File: src/iidl_pkg.sv
// Shared constants and types for the indexed insert/delete list.
// Used by the channel interfaces, the storage cell and the top level.
`default_nettype none
package iidl_pkg;

	localparam int KIND_W   = 3;
	localparam int POS_W    = 8;
	localparam int DATA_W   = 32;
	localparam int STATUS_W = 2;
	localparam int COUNT_W  = 9;

	localparam logic [KIND_W-1:0] KIND_APPEND = 3'd0;
	localparam logic [KIND_W-1:0] KIND_INSERT = 3'd1;
	localparam logic [KIND_W-1:0] KIND_DELETE = 3'd2;
	localparam logic [KIND_W-1:0] KIND_READ   = 3'd3;
	localparam logic [KIND_W-1:0] KIND_CLEAR  = 3'd4;

	localparam logic [STATUS_W-1:0] ST_DONE  = 2'd0;
	localparam logic [STATUS_W-1:0] ST_FULL  = 2'd1;
	localparam logic [STATUS_W-1:0] ST_RANGE = 2'd2;

	typedef struct packed {
		logic app_en;
		logic ins_en;
		logic del_en;
	} iidl_ctrl_t;

endpackage
`default_nettype wire

File: src/iidl_cell.sv
// One storage cell of the list: holds one entry and trades it with its neighbors.
// Depends on iidl_pkg for the shift control struct.
`default_nettype none
module iidl_cell
	import iidl_pkg::*;
	#(
	parameter int IDX   = 0,
	parameter int CMP_W = 9
) (
	input  wire logic                     clk,
	input  wire iidl_ctrl_t               ctrl,
	input  wire logic [CMP_W-1:0]         pos,
	input  wire logic [CMP_W-1:0]         cnt,
	input  wire logic signed [DATA_W-1:0] value_in,
	input  wire logic signed [DATA_W-1:0] left,
	input  wire logic signed [DATA_W-1:0] right,
	output logic signed [DATA_W-1:0]      value
);

	localparam logic [CMP_W-1:0] MY_IDX   = CMP_W'(IDX);
	localparam logic [CMP_W-1:0] NEXT_IDX = CMP_W'(IDX + 1);

	logic signed [DATA_W-1:0] entry_q;

	always_ff @(posedge clk) begin
		if (ctrl.app_en && (cnt == MY_IDX)) begin
			entry_q <= value_in;
		end else if (ctrl.ins_en && (pos == MY_IDX)) begin
			entry_q <= value_in;
		end else if (ctrl.ins_en && (MY_IDX > pos) && (MY_IDX <= cnt)) begin
			entry_q <= left;
		end else if (ctrl.del_en && (MY_IDX >= pos) && (NEXT_IDX < cnt)) begin
			entry_q <= right;
		end
	end

	assign value = entry_q;

endmodule
`default_nettype wire

File: config.mk
export PLATFORM = sky130hd
export DESIGN_NAME = iidl_cell
export DESIGN_NICKNAME = d
export VERILOG_FILES = /design/src/iidl_pkg.sv /design/src/iidl_cell.sv
export SDC_FILE = /design/constraint.sdc
export NUM_CORES = 1
export LEC_CHECK = 0
export BUFFER_PORTS_ARGS = -buffer_cell sky130_fd_sc_hd__buf_2
export CAP_MARGIN = 20
export CELL_PAD_IN_SITES_DETAIL_PLACEMENT = 0
export CELL_PAD_IN_SITES_GLOBAL_PLACEMENT = 1
export CORE_MARGIN = 5
export CORE_UTILIZATION = 27
export DETAILED_ROUTE_END_ITERATION = 7
export GPL_TIMING_DRIVEN = 0
export PLACE_DENSITY_LB_ADDON = 0.3
export SLEW_MARGIN = 15
export SYNTH_ARGS = -nofsm -noshare
export SYNTH_HDL_FRONTEND = slang
export SYNTH_SLANG_ARGS = --single-unit
File: constraint.sdc
create_clock -name clk -period 6.5 [get_ports clk]
set_input_delay 1.3 -clock clk [delete_from_list [all_inputs] [get_ports clk]]
set_output_delay 1.3 -clock clk [all_outputs]
set_load 0.02 [all_outputs]
; After elaboration in Yosys (flattened, before gate mapping)
; Cells that the tools add are included.
[totals]
reg_bits = 32
latch_bits = 0
ram_bits = 0
romBits = 0
in_bits = 118
out_inout_bits = 32
wordCells = 18
memories = 0
[op_classes]
add_sub_neg = 0
n_mul = 0
div_mod_pow = 0
magnitude_cmp = 4
n_eq_ne = 0
n_shift = 0
mux = 4
n_bitwise = 0
n_reduce_logical = 9
[ops]
columns = operator, count
row1 = $mux 32, 4
row2 = $logic_not 9->1, 2
row3 = $ge 1x9->1 const A, 1
row4 = $gt 1x9->1 const A, 1
row5 = $le 1x9->1 const A, 1
row6 = $lt 1x9->1 const A, 1
row7 = $logic_and 1x1->1, 6
row8 = $reduce_bool 4->1, 1

; Logic depth before layout (Yosys ltp)
; Gate-level depths: netlist (run 1).
[depth]
word_depth = 7
depth_mapped = 5
ltp_nobuf = 4

; Least setup slack after synthesis (run 1)
; OpenSTA, ideal clock, no wires.
[synth_path]
path_type = input to register
from = input pos[5]
to = register entry_q[0] (netlist: value[0]) (enable)
setup_ns = 0.431
arrival_ns = 3.563
required_time_ns = 6.069
slack_ns = 2.506
cell_stages = 2
path_buffers = 0
cell_sequence = or4b_2 -> o211ai_1
[synth_between]
elab_chain_len = 4
word_cells_on_any_way = 9
classes_between = order compare (2) / reduce/logical (7)
[synth_rtl]
columns = element, line
row1 = "start, declared", iidl_cell.sv:12  ; input wire logic [CMP_W-1:0] pos,
row2 = $gt 1x9->1 or $ge 1x9->1 (tied branches), "iidl_cell.sv:30, iidl_cell.sv:32"
row3 = "$logic_and 1x1->1, on equally long branches (2 in a row)", "iidl_cell.sv:30, iidl_cell.sv:32"
row4 = $reduce_bool 4->1 (no source line) (*), -
row5 = "end signal, assigned", iidl_cell.sv:29  ; entry_q <= value_in;
row6 = "end signal, assigned", iidl_cell.sv:31  ; entry_q <= left;
row7 = "end signal, assigned", iidl_cell.sv:33  ; entry_q <= right;
row8 = "end, declared", iidl_cell.sv:23  ; logic signed [DATA_W-1:0] entry_q;
; Mark *: on every way between the ends. The rest lies on a longest branch, timed or not.
; A chain may end at the register's enable or synchronous reset.

; Worst setup path after layout (run 1)
[layout_path]
from = input pos[5]
to = register entry_q[23] (netlist: value[23]) (enable)
; The elaborated chain is that of the path after synthesis.

==> results.sh, run 1 <==
export IMPL_dpl_hpwl_um=3110
export IMPL_grt_usage=0.112
export IMPL_synth_most_common_cell="edfxtp_1"
export IMPL_irDropWorstVdd_mv=0.0783
export IMPL_grt_max_degree=11
export IMPL_grt_busiest_layer="met2"
export IMPL_diodes=0
export IMPL_slew_headroom=0.672
export IMPL_p_comb_frac=0.084
export IMPL_area_growth_pct=55.8
export IMPL_num_vias=1177
export IMPL_startpoint_type="input pin"
export IMPL_grt_overflow_total=0
export IMPL_cap_violations=0
export IMPL_synth_largest_area_cell="edfxtp_1"
export IMPL_status="finished clean"
export IMPL_p_leak_nw=0.973
export IMPL_die_w_um=83.3
export IMPL_drc=0
export IMPL_cts_buffers=5
export IMPL_finalCriticalPeriod_ps=2970
export IMPL_cts_resized=0
export IMPL_synth_top_area_share=0.663
export IMPL_syn_area_mm2=0.00145
export IMPL_antenna_found_initial=0
export IMPL_layout_drive_gt1_share=0.781
export IMPL_fin_tns_setup_ps=0
export IMPL_min_delay_start="value_in[5]"
export IMPL_clk_path_buf_depth=2
export IMPL_met3_usage=0.0594
export IMPL_finalHoldViolations=0
export IMPL_tightest_slew_ps=489
export IMPL_postLayoutCoreUtil=0.437
export IMPL_synth_cells=81
export IMPL_synth_area_top_cells="edfxtp_1 (66%), mux2_2 (24%), buf_6 (2.3%)"
export IMPL_power_density_mw_per_mm2=198
export IMPL_cp_required_ps=6490
export IMPL_syn_area_per_cell_um2=17.9
export IMPL_arrival_ps=2960
export IMPL_total_power_mw=0.448
export IMPL_largest_register_ffs=32
export IMPL_numPortBuffers=117
export IMPL_p_sw_mw=0.0824
export IMPL_ys_top_cells_by_count="edfxtp_1 (32), mux2_2 (31), buf_6 (3)"
export IMPL_path_max_fanout=8
export IMPL_grt_first_pass_wirelength_um=6110
export IMPL_vias_per_cell=4.20
export IMPL_io_pins=150
export IMPL_cts_root_buffer="clkbuf_8"
export IMPL_max_freq_ghz=0.337
export IMPL_post_cts_buffers=0
export IMPL_start_util=0.280
export IMPL_timing_hold_ws_ps=1300
export IMPL_clkTransAtPathRegs_ps=70
export IMPL_fin_area_mm2=0.00226
export IMPL_synth_distinct_cells=15
export IMPL_yosys_warnings=0
export IMPL_cts_num_sinks=32
export IMPL_die_area_mm2=0.00694
export IMPL_clkPwrFrac=0.407
export IMPL_hold_buffers=0
export IMPL_htreeDepth=2
export IMPL_drv_slew=0
export IMPL_synth_edf_count=32
export IMPL_setup_viol_count_final=0
export IMPL_dr_first_iter_drc_count=36
export IMPL_grt_pass1_vias=1252
export IMPL_dr_pass1_iters=4
export IMPL_cts_tree="built"
export IMPL_use_met2=0.181
export IMPL_min_path_cells=2
export IMPL_final_antenna_net_count=0
export IMPL_nNetsFinal=327
export IMPL_holdCritPathClass="input pin to register"
export IMPL_core_area_mm2=0.00517
export IMPL_gp_congestion=0.742
export IMPL_die_y_um=83.3
export IMPL_cp_end_kind="register"
export IMPL_syn_nets=199
export IMPL_min_to="value[5]$_DFFE_PP_"
export IMPL_seqPwrFrac=0.508
export IMPL_placed_area_mm2=0.00215
export IMPL_synth_async_reset_ratio=0
export IMPL_fin_crit_sh=0.457
export IMPL_swShare=0.184
export IMPL_critical_path_class="input pin to register"
export IMPL_synthFlopType="edfxtp_1"
export IMPL_yosysSeqAreaShare=0.663
export IMPL_num_rows=26
export IMPL_wire_per_inst_um=13.4
export IMPL_power_internal_mw=0.366
export IMPL_finalWirelength_um=3760
export IMPL_rsz0062_at_grt="false"
export IMPL_met1_usage=0.123
export IMPL_ys_ff_latch=32
==> power by group through the flow <==
stage          combinational, mW  sequential (mW)  clock [mW]
3_3_place_gp              0.0372            0.232           0
3_5_place_dp              0.0383            0.232           0
2_1_floorplan             0.0109            0.233           0
4_1_cts                   0.0385            0.228       0.190
6_report                  0.0378            0.228       0.182
5_1_grt                   0.0425            0.228       0.201
==> cell usage in the layout, fill, tap and decap left out, types with 2 or more instances in the layout <==
cell and count:
buf_2 117, buf_4 4, buf_6 3, clkbuf_8 5, clkinv_1 2, edfxtp_1 32, mux2_2 31, nand2_1 2
nand4_1 2, nor4_1 2
==> per-stage QoR <==
stage / instances / setup WS [ps]
global route: 280 / 3420
detailed placement: 272 / 3180
floorplan: 81 / 2510
CTS: 280 / 3490
finish: 280 / 3530
global placement: 268 / 1580
==> worst max-delay path, cell delays in order <==
cell	delay [ps]
buf_2	110
or4b_2	650
o211ai_1	440
buf_4	270
buf_4	190
==> area by class of cell <==
| cell class | instances | area [µm²] |
|---|---|---|
| plain buffers | 3 | 33.8 |
| repair buffers | 121 | 616 |
| flip-flops and latches | 32 | 961 |
| well taps | 70 | 87.6 |
| clock inverters | 3 | 37.5 |
| fillers | 489 | 2910 |
| multi-input cells | 46 | 455 |
| clock buffers | 5 | 68.8 |
==> metal layers <==
layer,wire [µm],share of wire
met5,0,0
met4,64,0.017
met3,488,0.13
met2,1790,0.48
met1,1420,0.38
==> worst max-delay path by stage <==
stage | cells after the start | from | to | slack [ps]
after floorplan | 2 | pos[5] | value[0]$_DFFE_PP_ | 2510
after global placement | 3 | pos[5] | value[27]$_DFFE_PP_ | 1580
after detailed placement | 5 | pos[5] | value[23]$_DFFE_PP_ | 3180
after CTS | 5 | pos[5] | value[11]$_DFFE_PP_ | 3490
after global routing | 5 | pos[5] | value[20]$_DFFE_PP_ | 3420
final | 5 | pos[5] | value[23]$_DFFE_PP_ | 3530
==> kinds of logic (layout without fill, tap and decap cells) <==
group,after synthesis,after routing,share of synthesized area
buf+inv,3,132,0.0233
compound gates,1,1,0.00518
simple gates,13,13,0.0604
mux,32,32,0.248
flops,32,32,0.663
(Power assumes the default switching activity.)
==> run 2, diff against run 1 <==
--- a/config.mk
+++ b/config.mk
@@ -10,7 +10,7 @@
 export CELL_PAD_IN_SITES_DETAIL_PLACEMENT = 0
 export CELL_PAD_IN_SITES_GLOBAL_PLACEMENT = 1
 export CORE_MARGIN = 5
-export CORE_UTILIZATION = 27
+export CORE_UTILIZATION = 25
 export DETAILED_ROUTE_END_ITERATION = 7
 export GPL_TIMING_DRIVEN = 0
 export PLACE_DENSITY_LB_ADDON = 0.3
==> constraint.sdc (replaced) <==
create_clock -name clk -period 2.8 [get_ports clk]
set_input_delay 0.56 -clock clk [delete_from_list [all_inputs] [get_ports clk]]
set_output_delay 0.56 -clock clk [all_outputs]
set_load 0.02 [all_outputs]
==> run 2 against run 1 <==
Effect of this change:
- via count decreased by 2.3%
- largest power group unchanged
- routed wire length increased by 3.8%
- largest cell class unchanged
- combinational power increased by 130%
- hold slack got worse by 740 ps
- count of clock-buffer cells in the layout increased by 1
- core utilization decreased by 3.0 points
- setup slack got worse by 2700 ps
- cell area increased by 0.33%
- first-iteration DRC count decreased by 50%
- critical endpoint is now value[25]$_DFFE_PP_
- highest routed layer unchanged
- power increased by 130%
- non-clock buffer count unchanged
==> results.sh, run 2 (same netlist as run 1, synthesis figures left out) <==
export IMPL_antenna_found_initial=0
export IMPL_grt_usage=0.107
export IMPL_fin_crit_sh=0.716
export IMPL_path_max_fanout=9
export IMPL_crit_path_max_incr_delay_ps=510
export IMPL_cts_num_sinks=32
export IMPL_rsz0062_at_grt="false"
export IMPL_gp_congestion=0.805
export IMPL_hold_buffers=0
export IMPL_num_vias=1150
export IMPL_finalHoldViolations=0
export IMPL_diodes=0
export IMPL_final_common_cell="buf_2"
export IMPL_die_w_um=86.2
export IMPL_cp_required_ps=2790
export IMPL_setup_viol_count_final=0
export IMPL_cts_resized=0
export IMPL_largest_register_ffs=32
export IMPL_layout_common_cells="buf_2 (117), edfxtp_1 (32), mux2_2 (31)"
export IMPL_core_area_mm2=0.00557
export IMPL_power_density_mw_per_mm2=462
export IMPL_final_antenna_net_count=0
export IMPL_cts_root_buffer="clkbuf_8"
export IMPL_path_delay_family="buffers and inverters"
export IMPL_layout_drive_gt1_share=0.786
export IMPL_dr_pass1_iters=4
export IMPL_cp_cell_sequence="buf_2 -> or4b_4 -> o211ai_1 -> buf_4 -> buf_4"
export IMPL_tightest_slew_ps=396
export IMPL_placed_area_mm2=0.00216
export IMPL_start_util=0.260
export IMPL_cp_end_kind="register"
export IMPL_cap_violations=0
export IMPL_grt_max_degree=11
export IMPL_critical_path_class="input pin to register"
export IMPL_dr_first_iter_drc_count=18
export IMPL_grt_overflow_total=0
export IMPL_cts_tree="built"
export IMPL_max_freq_ghz=0.499
export IMPL_io_pins=150
export IMPL_die_y_um=86.2
export IMPL_irDropWorstVdd_mv=0.287
export IMPL_finalCriticalPeriod_ps=2010
export IMPL_num_rows=27
export IMPL_nNetsFinal=327
export IMPL_grt_pass1_vias=1304
export IMPL_area_growth_pct=56.3
export IMPL_clk_path_buf_depth=2
export IMPL_die_area_mm2=0.00742
export IMPL_holdCritPathClass="input pin to register"
export IMPL_startpoint_type="input pin"
export IMPL_grt_first_pass_wirelength_um=6130
export IMPL_wire_per_inst_um=13.8
export IMPL_fin_area_mm2=0.00227
export IMPL_htreeDepth=2
export IMPL_clkTransAtPathRegs_ps=70
export IMPL_p_leak_nw=0.977
export IMPL_vias_per_cell=4.08
export IMPL_status="finished clean"
export IMPL_slowest_stage="or4b_4"
export IMPL_path_buf_inv=3
export IMPL_dpl_hpwl_um=3300
export IMPL_stdcell_count=282
export IMPL_finalWirelength_um=3900
export IMPL_crit_top_cell="buf_4"
export IMPL_cts_buffers=5
export IMPL_numPortBuffers=117
export IMPL_arrival_ps=1990
export IMPL_post_place_cells=274
export IMPL_drv_slew=0
export IMPL_slew_headroom=0.735
export IMPL_drc=0
export IMPL_post_cts_buffers=0
-- run 2: changes by cell type in the layout (fill, tap and decap cells not counted), sizes merged --
cell and change:
clkinv -1, clkbuf +1
-- run 2: path summary, 6_finish.rpt --
path	startpoint	end	slack [ps]	cells past startpoint
setup / recovery	pos[5]	value[25]$_DFFE_PP_	790	5
hold / removal	right[5]	value[5]$_DFFE_PP_	560	2
-- run 2: layout make-up --
type | instances | area, µm²
clock inverters | 2 | 35.0
multi-input cells | 46 | 459
fillers | 575 | 3310
flip-flops and latches | 32 | 961
well taps | 72 | 90.1
plain buffers | 3 | 33.8
clock buffers | 6 | 72.6
repair buffers | 121 | 616
-- run 2: metal layers --
metal | GRT usage | wire length [µm] | vias up
met5 | 0 | 0 | -
met3 | 0.0471 | 396 | 7
met2 | 0.186 | 2050 | 60
li1 | - | - | 578
met1 | 0.114 | 1400 | 505
met4 | 0.0403 | 57 | 0
-- run 2: stage by stage --
| step | total power [mW] | setup TNS, ps | util | setup slack, ps | hold WS (ps) |
|---|---|---|---|---|---|
| floorplan | 0.567 | -10190 | - | -318 | 761 |
| global placement | 0.626 | -37470 | 0.382 | -1170 | 847 |
| detailed placement | 0.629 | 0 | 0.387 | 471 | 846 |
| CTS | 1.06 | 0 | 0.407 | 778 | 550 |
| global route | 1.09 | 0 | 0.407 | 731 | 555 |
| finish | 1.05 | 0 | 0.407 | 794 | 564 |
-- run 2: power by group --
group / switching [mW] / leakage (nW) / internal (mW)
logic: 0.0268 / 0.634 / 0.0618
registers: 0.000301 / 0.288 / 0.528
clock network: 0.165 / 0.0552 / 0.264
total: 0.192 / 0.977 / 0.854
